==> src/sv/nsd_pkg.sv <==
`timescale 1ns / 1ps
// Shared types and constants for the NMEA sentence decoder.
// Used by nsd_parse_core, nmea_sentence_decoder_unit and nsd_checker; no dependencies.
package nsd_pkg;

  // Widths of the result fields, message ID registers and ports, and the number of ID slots.
  localparam int unsigned STATUS_W   = 2;
  localparam int unsigned SLOT_W     = 3;
  localparam int unsigned FIELD_W    = 16;
  localparam int unsigned ID_W       = 24;
  localparam int unsigned NUM_SLOTS  = 5;
  localparam int unsigned OUT_DATA_W = 56;
  localparam int unsigned CFG_ADDR_W = 5;

  // Result status codes.
  localparam logic [STATUS_W-1:0] STATUS_BUSY  = 2'd0;
  localparam logic [STATUS_W-1:0] STATUS_ERROR = 2'd1;
  localparam logic [STATUS_W-1:0] STATUS_DONE  = 2'd2;

  // Character codes recognized by the parser.
  localparam logic [7:0] CHAR_DOLLAR = 8'h24;
  localparam logic [7:0] CHAR_STAR   = 8'h2A;
  localparam logic [7:0] CHAR_NL     = 8'h0A;
  localparam logic [7:0] CHAR_COMMA  = 8'h2C;
  localparam logic [7:0] CHAR_PLUS   = 8'h2B;
  localparam logic [7:0] CHAR_MINUS  = 8'h2D;
  localparam logic [7:0] CHAR_ZERO   = 8'h30;
  localparam logic [7:0] CHAR_NINE   = 8'h39;
  localparam logic [7:0] CHAR_UPPER_A = 8'h41;
  localparam logic [7:0] CHAR_UPPER_F = 8'h46;
  localparam logic [7:0] CHAR_SPACE  = 8'h20;
  localparam logic [7:0] CHAR_TAB    = 8'h09;
  localparam logic [7:0] CHAR_VT     = 8'h0B;
  localparam logic [7:0] CHAR_FF     = 8'h0C;
  localparam logic [7:0] CHAR_CR     = 8'h0D;
  localparam logic [7:0] HEX_ALPHA_OFS = 8'd55;

  // Register indexes on the configuration port (byte address / 4).
  localparam logic [2:0] REG_ID_SLOT0 = 3'd0;
  localparam logic [2:0] REG_ID_SLOT1 = 3'd1;
  localparam logic [2:0] REG_ID_SLOT2 = 3'd2;
  localparam logic [2:0] REG_ID_SLOT3 = 3'd3;
  localparam logic [2:0] REG_ID_SLOT4 = 3'd4;

  // Reset contents of the ID slots: "CHA", "ACC", "REV", "SHO", "RES".
  localparam logic [ID_W-1:0] ID_SLOT0_RST = 24'h434841;
  localparam logic [ID_W-1:0] ID_SLOT1_RST = 24'h414343;
  localparam logic [ID_W-1:0] ID_SLOT2_RST = 24'h524556;
  localparam logic [ID_W-1:0] ID_SLOT3_RST = 24'h53484F;
  localparam logic [ID_W-1:0] ID_SLOT4_RST = 24'h524553;

  typedef logic [ID_W-1:0] msg_id_t;
  typedef msg_id_t [NUM_SLOTS-1:0] slot_ids_t;

  // One decoded result per input byte.
  typedef struct packed {
    logic [STATUS_W-1:0]       status;
    logic [SLOT_W-1:0]         slot;
    logic signed [FIELD_W-1:0] field_a;
    logic signed [FIELD_W-1:0] field_b;
    logic signed [FIELD_W-1:0] field_c;
  } result_t;

endpackage

==> src/sv/nsd_parse_core.sv <==
`timescale 1ns / 1ps
// Sentence parser state and per-byte next-state logic of the NMEA decoder.
// Depends on nsd_pkg; the result is combinational and registered by the top level.
module nsd_parse_core #(
  parameter int unsigned MAX_SENTENCE_LEN = 64
) (
  input  logic               clk_i,
  input  logic               rst_ni,
  input  logic               byte_valid_i,
  input  logic [7:0]         byte_i,
  input  nsd_pkg::slot_ids_t slot_ids_i,
  output nsd_pkg::result_t   result_o
);

  localparam logic [7:0] MaxLenC = 8'(MAX_SENTENCE_LEN);

  typedef enum logic [1:0] {
    PH_WAIT,
    PH_PAYLOAD,
    PH_CHECK
  } phase_e;

  typedef struct packed {
    logic done;
    logic neg;
    logic started;
  } field_flags_t;

  phase_e       phase_q, phase_d;
  logic [7:0]   pos_q, pos_d;
  logic [7:0]   xor_q, xor_d;
  logic [23:0]  id_q, id_d;
  logic [1:0]   hexcnt_q, hexcnt_d;
  logic [7:0]   rcv_q, rcv_d;
  logic [1:0]   fnum_q, fnum_d;
  field_flags_t flags_q, flags_d;
  logic signed [nsd_pkg::FIELD_W-1:0] field_q [3];
  logic signed [nsd_pkg::FIELD_W-1:0] field_d [3];

  // Character classes of the incoming byte.
  logic       is_digit, is_hex, is_blank;
  logic [3:0] hex_val;
  assign is_digit = (byte_i >= nsd_pkg::CHAR_ZERO) && (byte_i <= nsd_pkg::CHAR_NINE);
  assign is_hex   = is_digit ||
                    ((byte_i >= nsd_pkg::CHAR_UPPER_A) && (byte_i <= nsd_pkg::CHAR_UPPER_F));
  assign is_blank = (byte_i == nsd_pkg::CHAR_SPACE) || (byte_i == nsd_pkg::CHAR_TAB) ||
                    (byte_i == nsd_pkg::CHAR_VT) || (byte_i == nsd_pkg::CHAR_FF) ||
                    (byte_i == nsd_pkg::CHAR_CR);
  always_comb begin
    logic [7:0] diff;
    diff = is_digit ? (byte_i - nsd_pkg::CHAR_ZERO) : (byte_i - nsd_pkg::HEX_ALPHA_OFS);
    hex_val = diff[3:0];
  end

  // Decimal accumulate of the current field: v*10 +/- digit, saturated to 16 bits.
  logic signed [nsd_pkg::FIELD_W-1:0] fv_cur, fv_next;
  always_comb begin
    case (fnum_q)
      2'd0:    fv_cur = field_q[0];
      2'd1:    fv_cur = field_q[1];
      2'd2:    fv_cur = field_q[2];
      default: fv_cur = '0;
    endcase
  end

  always_comb begin
    logic signed [20:0] vx;
    logic signed [20:0] prod;
    logic signed [20:0] dig;
    logic signed [20:0] sum;
    vx   = 21'(fv_cur);
    prod = (vx <<< 3) + (vx <<< 1);
    dig  = $signed({17'd0, byte_i[3:0]});
    if (flags_q.neg) begin
      sum = prod - dig;
      if (sum < -21'sd32768) begin
        fv_next = 16'sh8000;
      end else begin
        fv_next = sum[15:0];
      end
    end else begin
      sum = prod + dig;
      if (sum > 21'sd32767) begin
        fv_next = 16'sh7FFF;
      end else begin
        fv_next = sum[15:0];
      end
    end
  end

  // Lowest matching ID slot wins.
  logic                       slot_hit;
  logic [nsd_pkg::SLOT_W-1:0] slot_idx;
  always_comb begin
    slot_hit = 1'b0;
    slot_idx = '0;
    for (int s = nsd_pkg::NUM_SLOTS - 1; s >= 0; s--) begin
      if (slot_ids_i[s] == id_q) begin
        slot_hit = 1'b1;
        slot_idx = nsd_pkg::SLOT_W'(s);
      end
    end
  end

  // Next-state and result for the byte at the input.
  always_comb begin
    logic fail;
    logic clear;
    logic start;
    fail  = 1'b0;
    clear = 1'b0;
    start = 1'b0;
    phase_d  = phase_q;
    pos_d    = pos_q;
    xor_d    = xor_q;
    id_d     = id_q;
    hexcnt_d = hexcnt_q;
    rcv_d    = rcv_q;
    fnum_d   = fnum_q;
    flags_d  = flags_q;
    field_d  = field_q;
    result_o = '0;

    case (phase_q)
      PH_PAYLOAD: begin
        if ((pos_q >= MaxLenC) || (byte_i == nsd_pkg::CHAR_DOLLAR) ||
            (byte_i == nsd_pkg::CHAR_NL)) begin
          fail = 1'b1;
        end else if (byte_i == nsd_pkg::CHAR_STAR) begin
          pos_d    = pos_q + 8'd1;
          hexcnt_d = '0;
          rcv_d    = '0;
          phase_d  = PH_CHECK;
        end else begin
          pos_d = pos_q + 8'd1;
          if (pos_q <= 8'd3) begin
            id_d  = {id_q[15:0], byte_i};
            xor_d = xor_q ^ byte_i;
          end else if (pos_q == 8'd4) begin
            // The byte after the ID always counts as a field separator.
            xor_d   = xor_q ^ nsd_pkg::CHAR_COMMA;
            fnum_d  = '0;
            flags_d = '0;
          end else begin
            xor_d = xor_q ^ byte_i;
            if (byte_i == nsd_pkg::CHAR_COMMA) begin
              if (fnum_q != 2'd3) begin
                fnum_d = fnum_q + 2'd1;
              end
              flags_d = '0;
            end else if ((fnum_q != 2'd3) && !flags_q.done) begin
              if (!flags_q.started && is_blank) begin
                flags_d = flags_q;
              end else if (!flags_q.started && (byte_i == nsd_pkg::CHAR_PLUS)) begin
                flags_d.started = 1'b1;
              end else if (!flags_q.started && (byte_i == nsd_pkg::CHAR_MINUS)) begin
                flags_d.started = 1'b1;
                flags_d.neg     = 1'b1;
              end else begin
                flags_d.started = 1'b1;
                if (!is_digit) begin
                  flags_d.done = 1'b1;
                end else begin
                  field_d[fnum_q] = fv_next;
                end
              end
            end
          end
        end
      end
      PH_CHECK: begin
        if (is_hex) begin
          if (hexcnt_q >= 2'd2) begin
            fail = 1'b1;
          end else begin
            rcv_d    = {rcv_q[3:0], hex_val};
            hexcnt_d = hexcnt_q + 2'd1;
          end
        end else if (byte_i == nsd_pkg::CHAR_NL) begin
          if ((hexcnt_q != 2'd2) || (pos_q < 8'd5) || (rcv_q != xor_q) || !slot_hit) begin
            fail = 1'b1;
          end else begin
            result_o.status  = nsd_pkg::STATUS_DONE;
            result_o.slot    = slot_idx;
            result_o.field_a = field_q[0];
            result_o.field_b = (slot_idx >= 3'd3) ? field_q[1] : '0;
            result_o.field_c = (slot_idx >= 3'd4) ? field_q[2] : '0;
            phase_d = PH_WAIT;
            clear   = 1'b1;
          end
        end else begin
          fail = 1'b1;
        end
      end
      default: begin
        phase_d = PH_WAIT;
        if (byte_i == nsd_pkg::CHAR_DOLLAR) begin
          clear   = 1'b1;
          start   = 1'b1;
          phase_d = PH_PAYLOAD;
        end
      end
    endcase

    if (fail) begin
      result_o = '0;
      result_o.status = nsd_pkg::STATUS_ERROR;
      phase_d = PH_WAIT;
      clear   = 1'b1;
    end

    // Sentence state clears after every error, completion and start; a start sets the position to 1.
    if (clear) begin
      pos_d    = start ? 8'd1 : 8'd0;
      xor_d    = '0;
      id_d     = '0;
      hexcnt_d = '0;
      rcv_d    = '0;
      fnum_d   = '0;
      flags_d  = '0;
      field_d[0] = '0;
      field_d[1] = '0;
      field_d[2] = '0;
    end
  end

  // State registers advance once per accepted byte.
  always_ff @(posedge clk_i or negedge rst_ni) begin
    if (!rst_ni) begin
      phase_q  <= PH_WAIT;
      pos_q    <= '0;
      xor_q    <= '0;
      id_q     <= '0;
      hexcnt_q <= '0;
      rcv_q    <= '0;
      fnum_q   <= '0;
      flags_q  <= '0;
      field_q[0] <= '0;
      field_q[1] <= '0;
      field_q[2] <= '0;
    end else if (byte_valid_i) begin
      phase_q  <= phase_d;
      pos_q    <= pos_d;
      xor_q    <= xor_d;
      id_q     <= id_d;
      hexcnt_q <= hexcnt_d;
      rcv_q    <= rcv_d;
      fnum_q   <= fnum_d;
      flags_q  <= flags_d;
      field_q[0] <= field_d[0];
      field_q[1] <= field_d[1];
      field_q[2] <= field_d[2];
    end
  end

endmodule

==> src/sv/nmea_sentence_decoder_unit.sv <==
`timescale 1ns / 1ps
// Top level of the NMEA sentence decoder: configuration registers, parser and output register.
// Depends on nsd_pkg and nsd_parse_core.
//
//  Channel   Direction  Content
//  s_axis    in         tdata[7:0] byte_in
//  m_axis    out        tuser[1:0] status; tdata slot, field_a, field_b, field_c
//  APB       in/out     five 24-bit message ID slots at byte addresses 0x00..0x10
//
// Every byte yields exactly one result transaction, in the cycle after it is accepted.
// Sustained rate is one byte per cycle while m_axis is not stalled; the parser state and
// the output register both update in the cycle of acceptance.
// s_axis_tready drops only while a result waits in the output register and m_axis is stalled.
// Reset returns the parser to waiting for '$' and loads the default message IDs.
module nmea_sentence_decoder_unit #(
  parameter int unsigned MAX_SENTENCE_LEN = 64
) (
  input  logic        clk_i,
  input  logic        rst_ni,
  // Input byte stream.
  input  logic        s_axis_tvalid,
  output logic        s_axis_tready,
  input  logic [7:0]  s_axis_tdata,   // [7:0] byte_in
  // Result stream.
  output logic        m_axis_tvalid,
  input  logic        m_axis_tready,
  output logic [nsd_pkg::OUT_DATA_W-1:0] m_axis_tdata, // [2:0] message_slot, [18:3] field_a,
                                                       // [34:19] field_b, [50:35] field_c
  output logic [1:0]  m_axis_tuser,   // [1:0] status
  // Configuration port.
  input  logic        psel,
  input  logic        penable,
  input  logic        pwrite,
  input  logic [nsd_pkg::CFG_ADDR_W-1:0] paddr,
  input  logic [31:0] pwdata,
  output logic [31:0] prdata,
  output logic        pready
);

  // Configuration registers.
  nsd_pkg::slot_ids_t slot_ids_q;
  logic [2:0]         reg_idx;
  logic               cfg_wr;

  assign pready  = 1'b1;
  assign reg_idx = paddr[4:2];
  assign cfg_wr  = psel && penable && pwrite;

  always_ff @(posedge clk_i or negedge rst_ni) begin
    if (!rst_ni) begin
      slot_ids_q[0] <= nsd_pkg::ID_SLOT0_RST;
      slot_ids_q[1] <= nsd_pkg::ID_SLOT1_RST;
      slot_ids_q[2] <= nsd_pkg::ID_SLOT2_RST;
      slot_ids_q[3] <= nsd_pkg::ID_SLOT3_RST;
      slot_ids_q[4] <= nsd_pkg::ID_SLOT4_RST;
    end else if (cfg_wr) begin
      case (reg_idx)
        nsd_pkg::REG_ID_SLOT0: slot_ids_q[0] <= pwdata[23:0];
        nsd_pkg::REG_ID_SLOT1: slot_ids_q[1] <= pwdata[23:0];
        nsd_pkg::REG_ID_SLOT2: slot_ids_q[2] <= pwdata[23:0];
        nsd_pkg::REG_ID_SLOT3: slot_ids_q[3] <= pwdata[23:0];
        nsd_pkg::REG_ID_SLOT4: slot_ids_q[4] <= pwdata[23:0];
        default: ;
      endcase
    end
  end

  // Register read-back.
  always_comb begin
    case (reg_idx)
      nsd_pkg::REG_ID_SLOT0: prdata = {8'd0, slot_ids_q[0]};
      nsd_pkg::REG_ID_SLOT1: prdata = {8'd0, slot_ids_q[1]};
      nsd_pkg::REG_ID_SLOT2: prdata = {8'd0, slot_ids_q[2]};
      nsd_pkg::REG_ID_SLOT3: prdata = {8'd0, slot_ids_q[3]};
      nsd_pkg::REG_ID_SLOT4: prdata = {8'd0, slot_ids_q[4]};
      default:               prdata = '0;
    endcase
  end

  // Parser: state advances on each accepted input transaction.
  logic             in_accept;
  nsd_pkg::result_t result;

  assign s_axis_tready = !m_axis_tvalid || m_axis_tready;
  assign in_accept     = s_axis_tvalid && s_axis_tready;

  nsd_parse_core #(
    .MAX_SENTENCE_LEN(MAX_SENTENCE_LEN)
  ) u_parse_core (
    .clk_i        (clk_i),
    .rst_ni       (rst_ni),
    .byte_valid_i (in_accept),
    .byte_i       (s_axis_tdata),
    .slot_ids_i   (slot_ids_q),
    .result_o     (result)
  );

  // Output register: loads on input acceptance, empties when taken.
  logic             out_valid_q;
  nsd_pkg::result_t out_res_q;

  always_ff @(posedge clk_i or negedge rst_ni) begin
    if (!rst_ni) begin
      out_valid_q <= 1'b0;
    end else if (in_accept) begin
      out_valid_q <= 1'b1;
    end else if (m_axis_tready) begin
      out_valid_q <= 1'b0;
    end
  end

  always_ff @(posedge clk_i) begin
    if (in_accept) begin
      out_res_q <= result;
    end
  end

  assign m_axis_tvalid = out_valid_q;
  assign m_axis_tuser  = out_res_q.status;
  assign m_axis_tdata  = {5'd0, out_res_q.field_c, out_res_q.field_b,
                          out_res_q.field_a, out_res_q.slot};

endmodule

==> config.mk <==
export PLATFORM = sky130hd
export DESIGN_NAME = nmea_sentence_decoder_unit
export DESIGN_NICKNAME = d
export VERILOG_FILES = /design/src/sv/nsd_pkg.sv /design/src/sv/nsd_parse_core.sv /design/src/sv/nmea_sentence_decoder_unit.sv
export SDC_FILE = /design/constraint.sdc
export NUM_CORES = 1
export LEC_CHECK = 0
export BUFFER_PORTS_ARGS = -buffer_cell sky130_fd_sc_hd__buf_2
export CAP_MARGIN = 20
export CORE_MARGIN = 5
export CORE_UTILIZATION = 61
export CTS_CLUSTER_SIZE = 12
export DETAILED_ROUTE_END_ITERATION = 10
export PLACE_DENSITY = 0.84
export SLEW_MARGIN = 20
export SYNTH_ARGS = -nofsm -noshare
export SYNTH_HDL_FRONTEND = slang
export SYNTH_SLANG_ARGS = --single-unit
==> constraint.sdc <==
create_clock -name clk_i -period 6.1 [get_ports clk_i]
set_input_delay 1.22 -clock clk_i [delete_from_list [all_inputs] [get_ports clk_i]]
set_output_delay 1.22 -clock clk_i [all_outputs]
set_load 0.005 [all_outputs]
Word-level counts from Yosys, hierarchy flattened. Cells that the tools add are included.

Flip-flop bits (word level): 279. Output and inout bits: 93. Word-level logic and storage cells: 271.

Add/subtract/negate cells: 8. $lt $le $gt $ge: 14. Equality and inequality tests: 50. Mux-type cells: 108. Bitwise gates (word level): 7. Reduce and logical (&&, ||, !) cells: 58.

Operator list (number): $mux W48 (12); $mux W52 (3); $eq A24 B24 Y1 (5); $mux W24 (5); $pmux W24 S5 (1); $mux W8 (14); $mux W16 (6); $mux W53 (1); $bwmux W48 (1); $eq A8 B6 Y1 const B (6); $pmux W16 S3 (1); $mux W3 (14); $eq A8 B4 Y1 const B (5); $mux W2 (20); $demux W16 S2 (1); $mux W1 (23); $add A21 B5 Y21 (1); $gt A21 B16 Y1 const B (1); $lt A21 B16 Y1 const B (1); $sub A21 B5 Y21 (1); $add A19 B17 Y20 (1); $ne A2 B2 Y1 const B (10); $ge A8 B7 Y1 const B (2); $pmux W8 S2 (1); other kinds (53) (109).

Depth between registers and ports, before layout. Gate-level depths: netlist of run 1.

Depth in word-level cells: 20. Gate-level depth with buffers: 21.

Cells and area by module. From an unflattened synthesis of run 1, not the netlist that was laid out.

Cells, all modules: 1487. Area, all modules: 16113.0 um2.

By module, submodules not included: nsd_parse_core (instances 1, cells each 1065, area each 8911.0 um2); nmea_sentence_decoder_unit (instances 1, cells each 422, area each 7201.9 um2).

Worst setup path after synthesis of run 1. Ideal clock, no wire load.

Path type: reg-to-reg. Start point: register u_parse_core.fnum_q[0]. End point: register u_parse_core.field_q[27] in the netlist's numbering. Library setup time: 0.130 ns. Arrival time: 5.190 ns. Required time: 5.970 ns. Setup slack: 0.780 ns. Stages on the path, launching flop included: 20. Buffers on the path: 4. Period minus slack after synthesis: 5.320 ns. Path through: dfrtp_1 ha_1 buf_1 clkbuf_1 clkbuf_1 clkbuf_1 nor2_1 ha_1 ha_1 o21bai_2 a31o_4 a211oi_4 nor4b_4 nand4_1 or4_1 a211oi_1 o22ai_1 or4_1 o211ai_1 o21ai_1.

Cells in the longest elaborated chain, start to end: 20. Elaborated cells on any way between the ends: 35.

RTL lines: start, declared (line nsd_parse_core.sv:35) `logic [1:0] fnum_q, fnum_d;`; start signal, assigned (line nsd_parse_core.sv:248) `fnum_q <= fnum_d;`; $eq A2 B2 Y1, or another cell as far along (line nsd_parse_core.sv:58) `case (fnum_q)`; $pmux W16 S3 (line nsd_parse_core.sv:58); $add A19 B17 Y20 (line nsd_parse_core.sv:72) `prod = (vx <<< 3) + (vx <<< 1);`; $add A21 B5 Y21 / $sub A21 B5 Y21 (equally long branches) (line nsd_parse_core.sv:82, nsd_parse_core.sv:75); $gt A21 B16 Y1 / $lt A21 B16 Y1 (equally long branches) (line nsd_parse_core.sv:83, nsd_parse_core.sv:76); $mux W16 (on tied branches) (line nsd_parse_core.sv:83, nsd_parse_core.sv:76); $mux W16 (line nsd_parse_core.sv:74) `if (flags_q.neg) begin`; $bwmux W48 (line nsd_parse_core.sv:164) `field_d[fnum_q] = fv_next;`; [4 not listed]; $mux W48 (line nsd_parse_core.sv:151) `end else if ((fnum_q != 2'd3) && !flags_q.done) begin`; $mux W48 (line nsd_parse_core.sv:146) `if (byte_i == nsd_pkg::CHAR_COMMA) begin`; $mux W48 (line nsd_parse_core.sv:139) `end else if (pos_q == 8'd4) begin`; $mux W48 (line nsd_parse_core.sv:136) `if (pos_q <= 8'd3) begin`; $mux W48 (line nsd_parse_core.sv:129) `end else if (byte_i == nsd_pkg::CHAR_STAR) begin`; $mux W48 (line nsd_parse_core.sv:126) `if ((pos_q >= MaxLenC) || (byte_i == nsd_pkg::CHAR_DOLLAR) ||`; $mux W48 (line nsd_parse_core.sv:124) `case (phase_q)`; $mux W48 (line nsd_parse_core.sv:213) `if (clear) begin`; end, declared (line nsd_parse_core.sv:37) `logic signed [nsd_pkg::FIELD_W-1:0] field_q [3];`.

Several ways; a longest one is shown, not always the timed one. The select of a mux whose other input is x is not followed. A chain may end at the register's enable or synchronous reset.

Final worst setup path of run 1.
Start point: register u_parse_core.fnum_q[0]. End point: register u_parse_core.field_q[31] in the netlist's numbering.

The elaborated chain is that of the path after synthesis.

==> flow_summary.json, run 1 <==
{
  "synth_top_family_by_area": "compound AO/OA/AOI/OAI gates",
  "synth_commonest_cells": "dfrtp_1, mux2_2, nand2_1",
  "yosys_register_bits": 279,
  "yosysTopAreaCell": "dfrtp_1",
  "yosys.area_share.adder_pct": 2.642,
  "rsz0062_at_grt": "no",
  "drc": 0,
  "drtAntennaViolNets": 0,
  "ioPinCount": 145,
  "fin_setup_tns_ns": 0,
  "routed_wl_um": 46160,
  "synth_compound_area_share_pct": 15.68,
  "cellLeakagePower_uw": 0.008009,
  "critPathMaxFanout": 19,
  "fmax_mhz": 175.1,
  "synth_top_area_share_pct": 27.49,
  "drtIter0Drc": 1460,
  "syn_avg_cell_area_um2": 10.51,
  "synthTopCellsByArea": "dfrtp_1, edfxtp_1, mux2_2, dfstp_2, xnor2_1",
  "detailed_place_hpwl_um": 31890,
  "grt_max_degree": 142,
  "synth_flop_cell": "dfrtp_1",
  "cts_buffers": 30,
  "setup_violations": 0,
  "multi_input_area_mm2": 0.008572,
  "status": "complete, no violations",
  "ys_seq_area_share_pct": 44.58,
  "worstMarginPinSlew_ns": 1.205,
  "peakVddDrop_uv": 241.4,
  "finalClockSkew_ns": 0.02683,
  "vias_per_cell": 6.560,
  "dr_total_vias": 13193,
  "fp.dieH_um": 173.9,
  "required_ns": 6.53,
  "cp-start-kind": "flop",
  "hold_path_depth": 2,
  "grt_use_total_pct": 29.72,
  "end_kind": "flop",
  "start_util_pct": 61.31,
  "areaGrowthSynthToFinish_pct": 11.85,
  "core.rowCount": 60,
  "die_w_um": 173.9,
  "fin_crit_sh_pct": 93.60,
  "cts_tree": "yes",
  "r2r_cells": 18,
  "postCtsHoldBufs": 0,
  "clk_path_buf_depth": 3,
  "grt_pass1_vias": 12878,
  "nNetsFinal": 1728,
  "p_per_area_mw_per_mm2": 273.1,
  "ff_latch_area_mm2": 0.007305,
  "hp-class": "flop to flop",
  "yosys.area_share.simple_pct": 13.94,
  "io_buffers": 120,
  "maxCapViolations": 0,
  "yosys_warnings": 0,
  "synth_xor_area_share_pct": 8.981,
  "slew_headroom_pct": 19.64,
  "slew_violations": 0,
  "placeableCoreArea_mm2": 0.02673,
  "hold_viol": 0,
  "fillers": 1931,
  "htree_levels": 1,
  "wire_per_inst_um": 22.96,
  "clkTransAtPathRegs_ns": 0.06,
  "grt_pass1_wl_um": 72390,
  "synth_edf_count": 53,
  "syn-cell-area_mm2": 0.01638,
  "antenna_found_initial": 2,
  "synth_mux_area_share_pct": 10.24,
  "crit_type": "flop to flop",
  "async_flop_share_pct": 81.00,
  "reg2reg_slack_ns": 0.39,
  "cts.sinks": 279,
  "overflow": 0,
  "drive_gt1_share_pct": 24.57,
  "design.die.area_mm2": 0.03024,
  "root_buffer": "clkbuf_16",
  "synth.most_common_cell": "dfrtp_1",
  "period_minus_slack_ns": 5.710,
  "finalNonFillerCells": 2011,
  "drtPass1Iterations": 8,
  "synthCells": 1559,
  "clock_latency_ns": 0.58,
  "placedCellCount": 1950,
  "place.gp.congestion": 0.9323,
  "synth_cell_types": 94,
  "arrival_ns": 6.14
}
==> path summary, 6_finish.rpt <==
kind                                                         start                              endpoint
worst max-delay path            u_parse_core.fnum_q[0]$_DFFE_PN0P_  u_parse_core.field_q[31]$_DFFE_PN0P_
worst min-delay path             u_parse_core.pos_q[7]$_DFFE_PN0P_     u_parse_core.pos_q[7]$_DFFE_PN0P_
worst max register to register  u_parse_core.fnum_q[0]$_DFFE_PN0P_  u_parse_core.field_q[31]$_DFFE_PN0P_
worst min register to register   u_parse_core.pos_q[7]$_DFFE_PN0P_     u_parse_core.pos_q[7]$_DFFE_PN0P_
max in group asynchronous                                   rst_ni   u_parse_core.phase_q[1]$_DFFE_PN0P_
min in group asynchronous                                   rst_ni            slot_ids_q[47]$_DFFE_PN0P_
==> logic make-up (layout without fill, tap and decap cells) <==
logic type                 after synthesis  after routing
and+or+nand+nor                        435            435
DFF                                    279            279
other                                    2             15
AOI/OAI and AO/OA                      343            343
xor gates and xnor gates               168            168
muxes                                  151            151
buffers and inverters                  147            245
adders and majority gates               34             34
==> worst max-delay path: stages, from the launching register on <==
cell      delay, ns
dfrtp_1        0.43
inv_1          0.09
ha_1           0.21
buf_4          0.21
a222oi_1       0.73
xnor2_1        0.19
nor2_1         0.06
ha_1           0.24
o21bai_2       0.24
a31o_4         0.28
a211oi_4       0.41
nor4b_4        0.36
nand4_1        0.19
or2_1          0.35
o41a_1         0.44
a211oi_2       0.38
o211ai_2       0.24
a22oi_2        0.36
o21ai_0        0.16
==> layout make-up <==
class	instances	share of cell area, %
inverter	31	0.6349
antenna	1	0.01365
timing repair buffer	158	4.998
clock inverter	6	0.3345
tap	341	2.328
multi-input combinational	1145	46.77
sequential	279	39.86
clock buffer	50	5.059
==> layer usage <==
metal  global-route usage, %  share of wire [%]  vias to the layer above
met5                       0              0.058                        -
met4                   9.898                3.4                        4
met3                   6.068                9.5                      125
met2                   45.92                 45                      700
met1                   42.36                 42                     6496
li1                        -                  -                     5868
==> power by group <==
part           leakage [uW]  internal [uW]  total, uW  switching, uW
clock network      0.000477           1040       1780            746
registers           0.00342           2140       2360            216
logic               0.00412            399        866            467
total               0.00801           3580       5010           1430
==> flip-flops by register name (all words and copies together) (netlist names), 3 cells and up <==
| signal | cells |
|---|---|
| u_parse_core.pos_q | 8 |
| u_parse_core.id_q | 24 |
| slot_ids_q | 120 |
| u_parse_core.field_q | 48 |
| u_parse_core.flags_q | 3 |
| m_axis_tdata | 51 |
| u_parse_core.xor_q | 8 |
| u_parse_core.rcv_q | 8 |
==> metrics by stage <==
| step | total power [uW] | worst slack (ns) | hold slack [ns] | util (%) | cell area, um^2 |
|---|---|---|---|---|---|
| 6_report | 5005 | 0.3905 | 0.4988 | 68.57 | 18330 |
| 5_1_grt | 5190 | 0.06300 | 0.5178 | 68.56 | 18320 |
| 4_1_cts | 4989 | 0.2626 | 0.4988 | 68.22 | 18230 |
| 3_5_place_dp | 3215 | 0.2734 | 0.4880 | 64.52 | 17240 |
| 3_3_place_gp | 3175 | 0.4447 | 0.4757 | 64.52 | 17240 |
| 2_1_floorplan | 2886 | 0.7805 | 0.4552 | - | 16430 |
==> timing repair <==
action | 4_1_cts | 5_1_grt
resized for setup | 0 | 6
setup endpoints to repair | 0 | 42
buffers inserted | 0 | 3
==> cells in the final DEF (no fill, tap or decap), types with 22 or more instances in the layout <==
master,n
nand3_1,26
edfxtp_1,53
and2_1,60
dfrtp_1,180
o21ai_0,79
mux2_2,123
nor3_1,22
buf_2,119
nor4_1,24
o21ai_1,31
buf_4,37
nand2_1,119
inv_1,29
ha_1,28
mux2i_1,27
xor2_1,71
dfstp_2,46
a21oi_1,32
clkbuf_16,31
nor2_1,68
nand4_1,31
a22o_1,43
xnor2_1,97
a221o_1,23
(Power assumes the default switching activity.)
==> inputs of run 2 (changes only) <==
--- a/config.mk
+++ b/config.mk
@@ -6,7 +6,7 @@
 export NUM_CORES = 1
 export LEC_CHECK = 0
 export BUFFER_PORTS_ARGS = -buffer_cell sky130_fd_sc_hd__buf_2
-export CAP_MARGIN = 20
+export CORE_ASPECT_RATIO = 0.6
 export CORE_MARGIN = 5
 export CORE_UTILIZATION = 61
 export CTS_CLUSTER_SIZE = 12
==> run 2 against run 1 <==
Net effect: critical path depth decreased by 2; combinational power rose by 3.2%; clock power is 11% lower; die area grew 0.36%; wire length rose by 4.3%.
==> flow_summary.json, run 2 (synthesis gave the netlist of run 1 again) <==
{
  "status": "complete, no violations",
  "drc": 0,
  "htree_levels": 1,
  "largest-register": "slot_ids_q",
  "design.die.area_mm2": 0.03035,
  "die_w_um": 221.6,
  "mostFrequentLayoutCells": "dfrtp_1, mux2_2, nand2_1, buf_2, xnor2_1",
  "setup_violations": 0,
  "critPathMaxFanout": 13,
  "largest_reg_flops": 120,
  "fp.dieH_um": 137.0,
  "drive_gt1_share_pct": 23.63,
  "worstMarginPinSlew_ns": 1.063,
  "overflow": 0,
  "drtIter0Drc": 1959,
  "detailed_place_hpwl_um": 34420,
  "dpl_worst_slack_ns": 0.4157,
  "hold_viol": 0,
  "fmax_mhz": 173.6,
  "grt_use_total_pct": 31.11,
  "clock_latency_ns": 0.56,
  "slew_headroom_pct": 29.14,
  "grt_pass1_vias": 12822,
  "antenna_found_initial": 2,
  "switching_power_uw": 1419,
  "cts_tree": "yes",
  "place.gp.congestion": 0.9918,
  "swShare_pct": 29.37,
  "placeableCoreArea_mm2": 0.02642,
  "p_clk_share_pct": 32.7,
  "clk_path_buf_depth": 3,
  "dr_total_vias": 13408,
  "arrival_ns": 6.18,
  "final_area_mm2": 0.01811,
  "p_per_area_mw_per_mm2": 266.8,
  "root_buffer": "clkbuf_16",
  "drtAntennaViolNets": 0,
  "fillers": 1914,
  "postCtsHoldBufs": 0,
  "crit_type": "flop to flop",
  "final_common_cell": "dfrtp_1",
  "peakVddDrop_uv": 201.6,
  "cts_buffers": 27,
  "placed_area_mm2": 0.01727,
  "core.rowCount": 46,
  "hp-class": "flop to flop",
  "drtPass1Iterations": 7,
  "clkTransAtPathRegs_ns": 0.06,
  "areaGrowthSynthToFinish_pct": 10.52,
  "grt_pass1_wl_um": 74550,
  "maxCapViolations": 0,
  "period_minus_slack_ns": 5.760,
  "p_int_uw": 3412,
  "cp-start-kind": "flop",
  "combPwrFrac_pct": 18.5,
  "start_util_pct": 62.02,
  "holdWs_ns": 0.5129,
  "cellLeakagePower_uw": 0.007888,
  "routed_wl_um": 48160,
  "ioPinCount": 145,
  "p_seq_share_pct": 48.8,
  "nNetsFinal": 1721,
  "end_kind": "flop",
  "fin_ws_ns": 0.3401,
  "wire_per_inst_um": 23.84,
  "fin_setup_tns_ns": 0,
  "io_buffers": 120,
  "vias_per_cell": 6.638,
  "cts_resized": 0,
  "cts_setup_buffers": 0,
  "grt_max_degree": 124,
  "slew_violations": 0,
  "finalClockSkew_ns": 0.02841,
  "fin_crit_sh_pct": 94.43,
  "final_util_pct": 68.55,
  "cts.sinks": 279,
  "required_ns": 6.52
}
[run 2: cell types whose count changed in the layout (fill, tap and decap cells not counted), sizes merged]
cell,previous run,this run
buf,158,154
bufinv,0,1
clkbuf,50,47
clkinv,4,2
clkinvlp,2,0
[run 2: per-layer routing]
metal  global-route usage (%)  vias up  share of wire (%)
li1                         -     5844                  -
met1                    46.43     6595                 43
met2                    42.96      877                 40
met3                    13.05       90                 15
met4                    5.303        2                1.6
met5                        0        -              0.037
[run 2: through the flow]
stage                     power (uW)  std cells
after floorplan                 2886       1571
after global placement          3187       1969
after detailed placement        3236       1969
after CTS                       4802       2019
after global routing            4996       2020
final                           4831       2020
[run 2: path summary, 6_finish.rpt]
kind / start / end / slack [ns] / cells past startpoint
max in group asynchronous: rst_ni / u_parse_core.id_q[1]$_DFFE_PN0P_ / 4.03 / 2
hold reg to reg: u_parse_core.hexcnt_q[0]$_DFFE_PN0P_ / u_parse_core.hexcnt_q[0]$_DFFE_PN0P_ / 0.51 / 1
min in group asynchronous: rst_ni / slot_ids_q[48]$_DFFE_PN0P_ / 0.72 / 1
hold / removal: u_parse_core.hexcnt_q[0]$_DFFE_PN0P_ / u_parse_core.hexcnt_q[0]$_DFFE_PN0P_ / 0.51 / 1
setup / recovery: u_parse_core.fnum_q[0]$_DFFE_PN0P_ / u_parse_core.field_q[27]$_DFFE_PN0P_ / 0.34 / 16
setup reg to reg: u_parse_core.fnum_q[0]$_DFFE_PN0P_ / u_parse_core.field_q[27]$_DFFE_PN0P_ / 0.34 / 16
[run 2: critical path, stage by stage, from the launching register on]
cell,delay [ns]
dfrtp_1,0.42
inv_1,0.09
ha_1,0.41
a222oi_1,0.66
nor2_1,0.14
ha_1,0.41
nand2b_1,0.12
o31ai_1,0.69
a21o_1,0.23
o211a_1,0.30
nand4_1,0.18
or4_1,0.55
a211oi_1,0.26
o22ai_1,0.20
or4_1,0.55
o211ai_1,0.23
o21ai_1,0.16
[run 2: cell type report]
type                    count  area, um^2  area share (%)
clock inverters             3       55.05          0.3040
multi-input cells        1145        8563           47.29
flip-flops and latches    279        7305           40.34
clock buffers              47       750.7           4.146
repair buffers            154       865.8           4.781
inverters                  31       116.4          0.6426
well taps                 360       450.4           2.487
diodes                      1       2.502         0.01382
[run 2: power by group through the flow]
| stage | clock, uW | sequential, uW | combinational [uW] |
|---|---|---|---|
| floorplan | 0 | 2300 | 583 |
| global placement | 0 | 2360 | 825 |
| detailed placement | 0 | 2380 | 857 |
| CTS | 1590 | 2350 | 866 |
| global route | 1670 | 2380 | 950 |
| finish | 1580 | 2360 | 894 |
